File: src/hw/rtl/fcb_pkg.sv
`default_nettype none

package fcb_pkg;

  // store geometry
  localparam int unsigned BUF_DEPTH = 64;
  localparam int unsigned ADDR_W    = (BUF_DEPTH > 1) ? $clog2(BUF_DEPTH) : 1;
  localparam int unsigned CNT_W     = $clog2(BUF_DEPTH + 1);

  // fixed field widths
  localparam int unsigned BYTE_W   = 8;
  localparam int unsigned FUNC_W   = 2;
  localparam int unsigned CAP_W    = 7;
  localparam int unsigned LEN_W    = 6;
  localparam int unsigned STATUS_W = 3;
  localparam int unsigned FILL_W   = 7;
  localparam int unsigned HELD_W   = 7;

  localparam logic [HELD_W-1:0] HELD_MAX      = '1;
  localparam logic [BYTE_W-1:0] TERM_BYTE     = 8'h3B;
  localparam logic [BYTE_W-1:0] MARKER_RESET  = 8'h02;

  typedef enum logic [FUNC_W-1:0] {
    FUNC_PUSH  = 2'd0,
    FUNC_POP   = 2'd1,
    FUNC_CLEAR = 2'd2
  } fcb_func_e;

  typedef enum logic [STATUS_W-1:0] {
    STAT_STORED    = 3'd0,
    STAT_IGNORED   = 3'd1,
    STAT_OVERFLOW  = 3'd2,
    STAT_DELIVERED = 3'd3,
    STAT_DISCARDED = 3'd4,
    STAT_NO_TERM   = 3'd5,
    STAT_CLEARED   = 3'd6
  } fcb_status_e;

  typedef enum logic [2:0] {
    ST_IDLE,
    ST_SEARCH_RD,
    ST_SEARCH_CMP,
    ST_SEND_RD,
    ST_SEND,
    ST_FINISH
  } fcb_state_e;

  // controller to datapath
  typedef struct packed {
    logic do_item;    // single-result item, handled in the idle state
    logic pop_start;  // latch capacity, rewind scan index
    logic rd_search;  // read store at scan position
    logic step_idx;   // advance scan index
    logic found;      // terminator hit: remove command from store
    logic rd_cmd;     // read command byte for streaming
    logic ld_byte;    // load streamed byte result
    logic ld_final;   // load closing result of a pop
    logic ld_noterm;  // load no-terminator result
  } fcb_cmd_t;

  // datapath to controller
  typedef struct packed {
    logic slot_free;   // output register can take a result this cycle
    logic pending;     // a command is pending
    logic at_end;      // scan index reached fill level
    logic term_hit;    // read data is the terminator
    logic more_bytes;  // command bytes left to stream
  } fcb_stat_t;

endpackage

`default_nettype wire

File: src/hw/rtl/fcb_ctrl.sv
`default_nettype none

module fcb_ctrl
  import fcb_pkg::*;
(
  input  wire logic              clk_i,
  input  wire logic              rst_ni,
  input  wire logic              in_valid_i,
  input  wire logic [FUNC_W-1:0] func_i,
  output logic                   in_ready_o,
  input  wire fcb_stat_t         stat_i,
  output fcb_cmd_t               cmd_o
);

  fcb_state_e state_q, state_d;

  always_ff @(posedge clk_i or negedge rst_ni) begin
    if (!rst_ni) begin
      state_q <= ST_IDLE;
    end else begin
      state_q <= state_d;
    end
  end

  always_comb begin
    state_d    = state_q;
    cmd_o      = '0;
    in_ready_o = 1'b0;
    unique case (state_q)
      ST_IDLE: begin
        in_ready_o = stat_i.slot_free;
        if (in_valid_i && stat_i.slot_free) begin
          if (func_i == FUNC_POP && stat_i.pending) begin
            cmd_o.pop_start = 1'b1;
            state_d         = ST_SEARCH_RD;
          end else begin
            cmd_o.do_item = 1'b1;
          end
        end
      end
      ST_SEARCH_RD: begin
        if (stat_i.at_end) begin
          if (stat_i.slot_free) begin
            cmd_o.ld_noterm = 1'b1;
            state_d         = ST_IDLE;
          end
        end else begin
          cmd_o.rd_search = 1'b1;
          state_d         = ST_SEARCH_CMP;
        end
      end
      ST_SEARCH_CMP: begin
        if (stat_i.term_hit) begin
          cmd_o.found = 1'b1;
          state_d     = ST_SEND_RD;
        end else begin
          cmd_o.step_idx = 1'b1;
          state_d        = ST_SEARCH_RD;
        end
      end
      ST_SEND_RD: begin
        if (stat_i.more_bytes) begin
          cmd_o.rd_cmd = 1'b1;
          state_d      = ST_SEND;
        end else begin
          state_d = ST_FINISH;
        end
      end
      ST_SEND: begin
        if (stat_i.slot_free) begin
          cmd_o.ld_byte  = 1'b1;
          cmd_o.step_idx = 1'b1;
          state_d        = ST_SEND_RD;
        end
      end
      ST_FINISH: begin
        if (stat_i.slot_free) begin
          cmd_o.ld_final = 1'b1;
          state_d        = ST_IDLE;
        end
      end
      default: begin
        state_d = ST_IDLE;
      end
    endcase
  end

endmodule

`default_nettype wire

File: src/hw/rtl/fcb_dp.sv
`default_nettype none

module fcb_dp
  import fcb_pkg::*;
(
  input  wire logic                clk_i,
  input  wire logic                rst_ni,
  input  wire logic                cfg_we_i,
  input  wire logic [BYTE_W-1:0]   cfg_wdata_i,
  input  wire logic [FUNC_W-1:0]   func_i,
  input  wire logic [BYTE_W-1:0]   data_byte_i,
  input  wire logic [CAP_W-1:0]    capacity_i,
  input  wire fcb_cmd_t            cmd_i,
  output fcb_stat_t                stat_o,
  output logic                     out_valid_o,
  input  wire logic                out_ready_i,
  output logic [BYTE_W-1:0]        out_byte_o,
  output logic                     byte_valid_o,
  output logic                     last_o,
  output logic [LEN_W-1:0]         cmd_length_o,
  output logic [STATUS_W-1:0]      status_o,
  output logic [FILL_W-1:0]        fill_level_o,
  output logic                     overflow_seen_o
);

  // circular addressing: logical entry off lives at base + off
  function automatic logic [ADDR_W-1:0] wrap_add(input logic [ADDR_W-1:0] base,
                                                 input logic [CNT_W-1:0]  off);
    logic [CNT_W:0] sum;
    sum = (CNT_W+1)'(base) + (CNT_W+1)'(off);
    if (sum >= (CNT_W+1)'(BUF_DEPTH)) begin
      sum = sum - (CNT_W+1)'(BUF_DEPTH);
    end
    return sum[ADDR_W-1:0];
  endfunction

  logic [BYTE_W-1:0] mem_q [BUF_DEPTH];
  logic [BYTE_W-1:0] rd_data_q;

  logic [BYTE_W-1:0] marker_q;
  logic [CNT_W-1:0]  wp_q, wp_d;
  logic [ADDR_W-1:0] base_q, base_d;
  logic [ADDR_W-1:0] cmd_base_q;
  logic              recv_q, recv_d;
  logic              pending_q, pending_d;
  logic [HELD_W-1:0] held_q, held_d;
  logic              ovf_q, ovf_d;
  logic [CNT_W-1:0]  idx_q, idx_d;
  logic [ADDR_W-1:0] pos_q;
  logic [CAP_W-1:0]  cap_q;
  logic              fits_q;

  logic                out_valid_q, out_valid_d;
  logic [BYTE_W-1:0]   out_byte_q, out_byte_d;
  logic                byte_valid_q, byte_valid_d;
  logic                last_q, last_d;
  logic [LEN_W-1:0]    len_q, len_d;
  logic [STATUS_W-1:0] status_q, status_d;
  logic                load;

  logic              mem_we;
  logic [ADDR_W-1:0] wr_addr;
  logic              mem_re;
  logic [ADDR_W-1:0] rd_addr;
  logic [CNT_W-1:0]  rm_cnt;
  logic              slot_free;

  assign slot_free = !out_valid_q || out_ready_i;
  assign rm_cnt    = idx_q + CNT_W'(1);
  assign wr_addr   = wrap_add(base_q, wp_q);
  assign mem_re    = cmd_i.rd_search || cmd_i.rd_cmd;
  assign rd_addr   = cmd_i.rd_cmd ? wrap_add(cmd_base_q, idx_q) : wrap_add(base_q, idx_q);

  always_comb begin
    wp_d         = wp_q;
    base_d       = base_q;
    recv_d       = recv_q;
    pending_d    = pending_q;
    held_d       = held_q;
    ovf_d        = ovf_q;
    idx_d        = idx_q;
    mem_we       = 1'b0;
    load         = 1'b0;
    out_byte_d   = '0;
    byte_valid_d = 1'b0;
    last_d       = 1'b1;
    len_d        = '0;
    status_d     = STAT_IGNORED;

    if (cmd_i.do_item) begin
      load = 1'b1;
      case (func_i)
        FUNC_PUSH: begin
          if (!recv_q) begin
            if (data_byte_i == marker_q) begin
              recv_d = 1'b1;
            end
            status_d = STAT_IGNORED;
          end else begin
            if (data_byte_i == TERM_BYTE) begin
              pending_d = 1'b1;
              recv_d    = 1'b0;
              if (held_q != HELD_MAX) begin
                held_d = held_q + HELD_W'(1);
              end
            end
            if (wp_q < CNT_W'(BUF_DEPTH)) begin
              mem_we   = 1'b1;
              wp_d     = wp_q + CNT_W'(1);
              status_d = STAT_STORED;
            end else begin
              ovf_d    = 1'b1;
              status_d = STAT_OVERFLOW;
            end
          end
        end
        FUNC_POP: begin
          // only reaches here with nothing pending
          status_d = STAT_NO_TERM;
        end
        FUNC_CLEAR: begin
          wp_d      = '0;
          pending_d = 1'b0;
          status_d  = STAT_CLEARED;
        end
        default: begin
          status_d = STAT_IGNORED;
        end
      endcase
    end

    if (cmd_i.pop_start) begin
      idx_d = '0;
    end
    if (cmd_i.step_idx) begin
      idx_d = idx_q + CNT_W'(1);
    end
    if (cmd_i.found) begin
      // drop command plus terminator from the head of the store
      idx_d  = '0;
      base_d = wrap_add(base_q, rm_cnt);
      wp_d   = wp_q - rm_cnt;
      if (held_q != '0) begin
        held_d = held_q - HELD_W'(1);
      end
      pending_d = (held_d != '0);
    end

    if (cmd_i.ld_noterm) begin
      load     = 1'b1;
      status_d = STAT_NO_TERM;
    end
    if (cmd_i.ld_byte) begin
      load         = 1'b1;
      out_byte_d   = rd_data_q;
      byte_valid_d = 1'b1;
      last_d       = 1'b0;
      status_d     = STAT_DELIVERED;
    end
    if (cmd_i.ld_final) begin
      load     = 1'b1;
      status_d = fits_q ? STAT_DELIVERED : STAT_DISCARDED;
      len_d    = fits_q ? LEN_W'(pos_q) : '0;
    end

    out_valid_d = load ? 1'b1 : (out_valid_q && !out_ready_i);
  end

  always_ff @(posedge clk_i) begin
    if (mem_we) begin
      mem_q[wr_addr] <= data_byte_i;
    end
    if (mem_re) begin
      rd_data_q <= mem_q[rd_addr];
    end
  end

  always_ff @(posedge clk_i or negedge rst_ni) begin
    if (!rst_ni) begin
      marker_q    <= MARKER_RESET;
      wp_q        <= '0;
      base_q      <= '0;
      recv_q      <= 1'b0;
      pending_q   <= 1'b0;
      held_q      <= '0;
      ovf_q       <= 1'b0;
      idx_q       <= '0;
      out_valid_q <= 1'b0;
    end else begin
      if (cfg_we_i) begin
        marker_q <= cfg_wdata_i;
      end
      wp_q        <= wp_d;
      base_q      <= base_d;
      recv_q      <= recv_d;
      pending_q   <= pending_d;
      held_q      <= held_d;
      ovf_q       <= ovf_d;
      idx_q       <= idx_d;
      out_valid_q <= out_valid_d;
    end
  end

  always_ff @(posedge clk_i) begin
    if (cmd_i.pop_start) begin
      cap_q <= capacity_i;
    end
    if (cmd_i.found) begin
      cmd_base_q <= base_q;
      pos_q      <= idx_q[ADDR_W-1:0];
      fits_q     <= (cap_q > CAP_W'(idx_q));
    end
    if (load) begin
      out_byte_q   <= out_byte_d;
      byte_valid_q <= byte_valid_d;
      last_q       <= last_d;
      len_q        <= len_d;
      status_q     <= status_d;
    end
  end

  assign stat_o.slot_free  = slot_free;
  assign stat_o.pending    = pending_q;
  assign stat_o.at_end     = (idx_q == wp_q);
  assign stat_o.term_hit   = (rd_data_q == TERM_BYTE);
  assign stat_o.more_bytes = fits_q && (idx_q != CNT_W'(pos_q));

  assign out_valid_o     = out_valid_q;
  assign out_byte_o      = out_byte_q;
  assign byte_valid_o    = byte_valid_q;
  assign last_o          = last_q;
  assign cmd_length_o    = len_q;
  assign status_o        = status_q;
  assign fill_level_o    = FILL_W'(wp_q);
  assign overflow_seen_o = ovf_q;

  a_fill_bound: assert property (@(posedge clk_i) disable iff (!rst_ni)
    wp_q <= CNT_W'(BUF_DEPTH))
    else $error("fill level beyond store depth");

  a_ovf_sticky: assert property (@(posedge clk_i) disable iff (!rst_ni)
    ovf_q |=> ovf_q)
    else $error("overflow flag dropped");

  a_found_term: assert property (@(posedge clk_i) disable iff (!rst_ni)
    cmd_i.found |-> (rd_data_q == TERM_BYTE) && (idx_q < wp_q))
    else $error("command removed without terminator in range");

  a_pending_held: assert property (@(posedge clk_i) disable iff (!rst_ni)
    (held_q == '0) |-> !pending_q)
    else $error("command pending with zero count");

  a_mid_stream: assert property (@(posedge clk_i) disable iff (!rst_ni)
    (out_valid_q && !last_q) |-> byte_valid_q && (status_q == STAT_DELIVERED))
    else $error("non-final result without command byte");

endmodule

`default_nettype wire

File: src/hw/rtl/framed_command_buffer.sv
`default_nettype none

// framed command receive buffer. pushes (func 0) feed received bytes: outside a
// command, the start marker byte (register, reset 0x02) opens one; inside,
// every byte is stored in a 64-entry circular byte store if not full, and ';'
// closes the command. a push, a clear (func 2) or an unused code is taken in
// the idle state and gives one result; the next item is taken as soon as the
// output register is free or being drained. a pop (func 1) scans the store for
// the first ';', a read and a compare state per byte (one store read port with
// a registered read), removes the command and terminator by moving the head
// pointer, streams the command bytes, a read and a send state per byte, and
// closes with one summary result; with nothing pending or no ';' stored it
// gives one no-terminator result. a pop with a capacity not above the command
// length discards it without streaming. fill_level and overflow_seen on every
// result show the state after the item. no clearing pass after reset: only
// entries that were written are ever read. the user must write the start
// marker via cfg_we_i / cfg_wdata_i while idle; the block does not enforce it.
module framed_command_buffer
  import fcb_pkg::*;
(
  input  wire logic                clk_i,
  input  wire logic                rst_ni,
  // configuration
  input  wire logic                cfg_we_i,
  input  wire logic [BYTE_W-1:0]   cfg_wdata_i,
  // input item channel
  input  wire logic                in_valid_i,
  output logic                     in_ready_o,
  input  wire logic [FUNC_W-1:0]   func_i,
  input  wire logic [BYTE_W-1:0]   data_byte_i,
  input  wire logic [CAP_W-1:0]    capacity_i,
  // result item channel
  output logic                     out_valid_o,
  input  wire logic                out_ready_i,
  output logic [BYTE_W-1:0]        out_byte_o,
  output logic                     byte_valid_o,
  output logic                     last_o,
  output logic [LEN_W-1:0]         cmd_length_o,
  output logic [STATUS_W-1:0]      status_o,
  output logic [FILL_W-1:0]        fill_level_o,
  output logic                     overflow_seen_o
);

  fcb_cmd_t  cmd;
  fcb_stat_t stat;

  // sequencing of scan, removal and streaming
  fcb_ctrl u_ctrl (
    .clk_i      (clk_i),
    .rst_ni     (rst_ni),
    .in_valid_i (in_valid_i),
    .func_i     (func_i),
    .in_ready_o (in_ready_o),
    .stat_i     (stat),
    .cmd_o      (cmd)
  );

  // byte store, pointers, flags and output register
  fcb_dp u_dp (
    .clk_i           (clk_i),
    .rst_ni          (rst_ni),
    .cfg_we_i        (cfg_we_i),
    .cfg_wdata_i     (cfg_wdata_i),
    .func_i          (func_i),
    .data_byte_i     (data_byte_i),
    .capacity_i      (capacity_i),
    .cmd_i           (cmd),
    .stat_o          (stat),
    .out_valid_o     (out_valid_o),
    .out_ready_i     (out_ready_i),
    .out_byte_o      (out_byte_o),
    .byte_valid_o    (byte_valid_o),
    .last_o          (last_o),
    .cmd_length_o    (cmd_length_o),
    .status_o        (status_o),
    .fill_level_o    (fill_level_o),
    .overflow_seen_o (overflow_seen_o)
  );

endmodule

`default_nettype wire
File: config.mk
export PLATFORM = sky130hd
export DESIGN_NAME = framed_command_buffer
export DESIGN_NICKNAME = d
export VERILOG_FILES = /design/src/hw/rtl/fcb_pkg.sv /design/src/hw/rtl/fcb_ctrl.sv /design/src/hw/rtl/fcb_dp.sv /design/src/hw/rtl/framed_command_buffer.sv
export SDC_FILE = /design/constraint.sdc
export NUM_CORES = 1
export LEC_CHECK = 0
export ABC_AREA = 1
export BUFFER_PORTS_ARGS = -buffer_cell sky130_fd_sc_hd__buf_2
export CAP_MARGIN = 0
export CORE_AREA = 4 4 295 297
export CTS_BUF_LIST = sky130_fd_sc_hd__clkbuf_4 sky130_fd_sc_hd__clkbuf_8
export CTS_CLUSTER_SIZE = 16
export DETAILED_ROUTE_END_ITERATION = 16
export DIE_AREA = 0 0 299 301
export GPL_TIMING_DRIVEN = 1
export SYNTH_ARGS = -nofsm -noshare
export SYNTH_HDL_FRONTEND = slang
export SYNTH_SLANG_ARGS = --single-unit
File: constraint.sdc
create_clock -name clk_i -period 4.15 [get_ports clk_i]
set_input_delay 0.415 -clock clk_i [delete_from_list [all_inputs] [get_ports clk_i]]
set_output_delay 0.415 -clock clk_i [all_outputs]
set_load 0.01 [all_outputs]
### Yosys cells after proc, flatten, opt, wreduce, memory -nomap -nowiden

Memory sizes are Yosys's and may differ from the RTL's. A register that Yosys moved wholly into a read port is not among the register bits.
Index checks and enable logic that the tools add are counted.

* muxes and demuxes: 76
* equality and inequality tests: 19
* $lt $le $gt $ge: 6
* bitwise gates (word level): 1
* reduce and logical (&&, ||, !) cells: 21
* add/sub/neg operators: 13

Operators by type and width (count)
* $mux W7: 15
* $mux W1: 36
* $mux W3: 11
* $add A6 B7 Y8: 4
* $ge A8 B7 Y1 const B: 4
* $mux W6: 5
* $sub A6 B1 Y6 const B: 4
* $add A7 B1 Y7 const B: 3
* $pmux W3 S6: 1
* $eq A8 B6 Y1 const B: 2
* $pmux W7 S2: 1
* $reduce_bool A7 Y1: 2
* $reduce_and A4 Y1: 3
* $ne A3 B2 Y1 const B: 3
* $pmux W3 S3: 1
* $eq A8 B8 Y1: 1
* $mux W2: 4
* $eq A7 B7 Y1: 1
* $gt A7 B7 Y1: 1
* $lt A7 B7 Y1 const B: 1
* $ne A7 B6 Y1: 1
* $ne A7 B7 Y1 const B: 1
* $sub A7 B1 Y7 const B: 1
* $sub A7 B7 Y7: 1
* other kinds (17): 29

* bits of input ports: 30
* output and inout port bits: 29
* bits in writable memories: 512
* memories: 1
* register bits after elaboration: 81
* logic and storage cells: 156

Memories
* u_dp.mem_q: words 64, bits a word 8, read ports 1, clocked after Yosys merged registers in 1, wr ports 1, RTL line fcb_dp.sv:37 `logic [BYTE_W-1:0] mem_q [BUF_DEPTH];`

### Logic depth before layout (Yosys ltp)

* depth after elaboration: 10
* mapped depth: 22
* depth with buffers taken out: 21

### By module

A second synthesis with hierarchy kept.

* cells, all modules: 2320
* area, all modules: 25982.4 um2

By module, submodules not included
* fcb_dp: area an instance 25720.9 um2, seq. area each 17763.3 um2, cells each 2276, instances 1
* fcb_ctrl: area an instance 261.5 um2, seq. area each 75.1 um2, cells each 44, instances 1

### Least setup slack after synthesis

OpenSTA, ideal clock, no wires.

* kind: reg2reg
* from: reg u_dp.idx_q[1]
* to: reg u_dp.rd_data_q[5] (read register of u_dp.mem_q), data pin
* path buffers: 2
* data arrival time: 3163 ps
* data required time: 4019 ps
* setup time: 131 ps
* clock period less this slack: 3294 ps
* stages on the path, launching flop included: 20
* path slack: 856 ps
* cell sequence: dfrtp_1 -> xor2_1 -> nor4_2 -> nand3_2 -> nand3_4 -> inv_1 -> nand2_1 -> nand2_1 -> ha_1 -> fa_1 -> buf_4 -> clkbuf_1 -> o21ai_0 -> o22ai_1 -> nand2_1 -> nand2_1 -> nor2_1 -> o31ai_1 -> nand3_1 -> nand2_1

* cells in the longest elaborated chain, start to end: 5
* elaborated cells between the ends (all ways): 17
* those cells by class: add/sub: 4; order compare: 2; eq/ne: 2; mux: 7; reduce/logical: 2

RTL lines
* from (decl): RTL line fcb_dp.sv:48 `logic [CNT_W-1:0] idx_q, idx_d;`
* from (signal assigned): RTL line fcb_dp.sv:199 `idx_q <= idx_d;`
* parallel branches: the longest is 5 deep, another holds $add A6 B7 Y8
* to (decl): RTL line fcb_dp.sv:38 `logic [BYTE_W-1:0] rd_data_q;`

Parallel ways; which one is timed is not known.
A chain may end at the register's enable or synchronous reset.

### Worst setup path in the final report

* from: reg u_dp.pos_q[4]
* to: reg u_dp.rd_data_q[5] (read register of u_dp.mem_q), data pin

* cells in the longest elaborated chain, start to end: 5
* elaborated cells between the ends (all ways): 6
* those cells by class: eq/ne: 1; mux: 3; reduce/logical: 2

RTL lines
* from (decl): RTL line fcb_dp.sv:49 `logic [ADDR_W-1:0] pos_q;`
* from (signal assigned): RTL line fcb_dp.sv:210 `pos_q <= idx_q[ADDR_W-1:0];`
* $ne A7 B6 Y1 *: RTL line fcb_dp.sv:226 `assign stat_o.more_bytes = fits_q && (idx_q != CNT_W'(pos_q));`
* $logic_and A1 B1 Y1 *: RTL line fcb_dp.sv:226
* $mux W1 *: RTL line fcb_ctrl.sv:62 `if (stat_i.more_bytes) begin`
* $mux W1 *: RTL line fcb_ctrl.sv:29 `unique case (state_q)`
* $mux W6 / $logic_or A1 B1 Y1 (equally long branches): RTL line fcb_dp.sv:72, fcb_dp.sv:71

Every way passes the cells marked *; elsewhere a longest branch is shown, timed or not.

==> impl_metrics.yaml <==
run_status:
  status: "completed"
sta:
  fin_crit_sh_pct: 97.87
  final-setup-viol-count: 0
  drv_slew: 0
  worst_pin_slew_ps: 1052
  min_period_ps: 4062
  fin_ws_ps: 88.35
  slew_headroom_pct: 29.87
  timing.setup.tns_ps: 0
  hold_viol_final: 0
  clock.fmax_mhz: 246.2
  skew_ps: 49.58
floorplan:
  rows: 107
  die_w_um: 299
  start_util_pct: 30.73
  io_pins: 59
  fp.dieH_um: 301
  core_sq_mm: 0.08461
  die_area_sq_mm: 0.09000
finish:
  mostFrequentLayoutCell: "edfxtp_1"
  final_cell_mix: "edfxtp_1, nor2_1, o21ai_0, nand2_1, clkbuf_8"
  drive_gt1_share_pct: 16.11
  areaGrowthSynthToFinish_pct: 16.90
  finalNonFillerCells: 3590
  nNetsFinal: 2443
  nFillCells: 8320
power_and_ir_drop:
  leakagePower_nw: 10.85
  p_clk_share_pct: 27.4
  power_density_mw_per_mm2: 621.3
  max-vdd-ir-drop_mv: 0.5220
  p_sw_share_pct: 37.20
  pwr-share-seq_pct: 37.6
  p_sw_mw: 7.026
  combPwrFrac_pct: 35.0
  internal_power_mw: 11.86
  finalPower_mw: 18.89
setup_path:
  rr_endpoint: "u_dp.rd_data_q[5]"
  cp-endpoint: "u_dp.rd_data_q[5]"
  reg2reg_slack_ps: 90
  worst-r2r-cell-count: 20
  endpoint_kind: "flop"
  required_ps: 4700
  rr_startpoint: "u_dp.pos_q[4]"
  crit_fanout: 14
  arrival_ps: 4620
  crit_type: "flop to flop"
  cp-startpoint: "u_dp.pos_q[4]"
  cp-start-kind: "flop"
clock_tree:
  cts.clk_slew.worst_paths_ps: 60
  clk_latency_ps: 720
  htreeDepth: 3
  clock_path_buffers: 3
  cts_buffers: 97
  tritoncts: "built"
  clock-root-buffer: "clkbuf_8"
  clock_sinks: 601
synthesis:
  synth_nets: 2266
  synthDistinctLibCells: 62
  yosysWarnings: 0
  synth_flop_cell: "edfxtp_1"
  seq_area_frac_synth_pct: 68.60
  synth-async-reset-ratio_pct: 6.988
  ys_seq_elements: 601
  synth_edf_count: 559
  syn_area_per_cell_sq_um: 11.84
  postSynthCellCount: 2196
  synthesis.area_sq_mm: 0.02600
grt:
  gr-total-overflow: 0
  grt_usage_pct: 15.25
  antenna_found_initial: 2
  grt_pass1_vias: 18269
  grt_start_max_net_pins: 113
  grt_pass1_wl_um: 107100
hold_path:
  hp-class: "primary input to flop"
  hp-start: "data_byte_i[7]"
place:
  place_congestion: 0.8299
  port_buffers: 58
  place.detailed.instances: 3392
  dp_hpwl_um: 42560
  place_ws_ps: -54.64
drt:
  wl_um: 71060
  remaining_drc_errors: 0
  viasPerCell: 5.054
  first_pass_iters: 5
  drtIter0Drc: 1752
  drtAntennaViolNets: 0
  num_vias: 18145
  post_drt_wl_per_cell_um: 19.79
run:
  drv_cap: 0
-- synthesized netlist by cell type (7+ instances only) --
cell	count	area, sq um
a21oi_1	22	110.1
a31oi_1	9	56.30
buf_2	21	105.1
buf_4	27	202.7
buf_6	15	168.9
clkbuf_1	36	135.1
clkbuf_2	9	45.04
dfrtp_1	41	1026
edfxtp_1	559	16790
ha_1	36	450.4
inv_1	88	330.3
inv_2	8	30.03
nand2_1	271	1017
nand3_1	67	335.3
nand3_2	10	100.1
nor2_1	420	1577
nor3_1	7	35.03
o21ai_0	280	1401
o21ai_1	15	75.07
o221ai_1	50	437.9
o22ai_1	89	556.8
o31ai_1	16	120.1
xnor2_1	7	61.31
xor2_1	24	210.2
-- cells by family after synthesis --
group | Yosys count | synth area share [%]
AOI/OAI and AO/OA | 499 | 11.17
xor gates and xnor gates | 32 | 1.107
muxes | 5 | 0.2165
DFF | 601 | 68.60
adders and majority gates | 40 | 2.040
and+or+nand+nor | 808 | 12.80
buffers and inverters | 211 | 4.066
-- layer usage --
| metal | GRT usage [%] | wire, um | vias to the layer above |
|---|---|---|---|
| met1 | 19.27 | 29020 | 8941 |
| met3 | 2.978 | 5044 | 174 |
| met2 | 25.67 | 34500 | 730 |
| met5 | 0 | 9 | - |
| li1 | - | - | 8298 |
| met4 | 6.400 | 2494 | 2 |
-- worst min path at each step --
stage                            to  slack (ps)  cells past startpoint
5_1_grt           u_dp.mem_q[39][7]          60                      1
2_1_floorplan     u_ctrl.state_q[0]         120                      0
3_3_place_gp   u_dp.overflow_seen_o         460                      1
4_1_cts            u_dp.marker_q[4]          40                      3
6_report          u_dp.mem_q[39][7]          80                      1
3_5_place_dp   u_dp.overflow_seen_o         470                      1
-- state kept, by name, summed over array words and instances, names as in the netlist, 7 cells and up --
signal and cells:
u_dp.cap_q 7, u_dp.marker_q 8, u_dp.out_byte_o 8, u_dp.mem_q 512, u_dp.held_q 7, u_dp.rd_data_q 8
u_dp.fill_level_o 7, u_dp.idx_q 7
-- power groups by stage --
stage	clock, mW	combinational, mW	sequential, mW
detailed placement	0	6.24	7.23
finish	5.18	6.61	7.10
global placement	0	6.18	7.22
CTS	5.29	6.29	7.11
floorplan	0	4.31	7.17
global route	5.57	7.27	7.11
-- per-stage QoR --
| stage | area [sq um] | hold slack [ps] | utilization, % |
|---|---|---|---|
| finish | 30400 | 78.36 | 35.93 |
| global placement | 28070 | 457.0 | 33.17 |
| global route | 30400 | 55.06 | 35.93 |
| floorplan | 26000 | 119.4 | - |
| CTS | 30190 | 37.70 | 35.68 |
| detailed placement | 28070 | 474.8 | 33.17 |
-- what timing repair did --
action | 4_1_cts | 5_1_grt
gates resized for setup | 3 | 12
endpoints found under the hold margin | 56 | 0
hold buffers | 16 | 0
setup endpoints to repair | 3 | 8
buffers inserted | 0 | 6
gates cloned | 0 | 4
pin swaps | 0 | 9
-- layout make-up --
cell class	count	area, sq um	share of cell area, %
repair buffers	191	1600	5.264
multi-input cells	1384	7201	23.69
inverters	98	377.9	1.243
diodes	1	2.502	0.008231
clock inverters	30	252.7	0.8314
well taps	1144	1431	4.708
clock buffers	141	1697	5.581
flip-flops and latches	601	17840	58.68
-- worst max-delay path, cell delays in order, from the launching register on --
cell and delay, ps:
edfxtp_1 380, inv_1 100, o22ai_1 90, nor4_2 300, nand3_2 150, nand3_4 120, inv_2 70, nand2_1 50
nand2_1 80, ha_4 170, fa_4 770, buf_12 150, buf_8 150, o21ai_0 120, o22ai_1 300, nand2_1 130
nand2_1 110, nor2_1 60, o31ai_2 360, nand2_1 170, nand2_1 90
No activity file was read; power rests on OpenSTA's default activity.
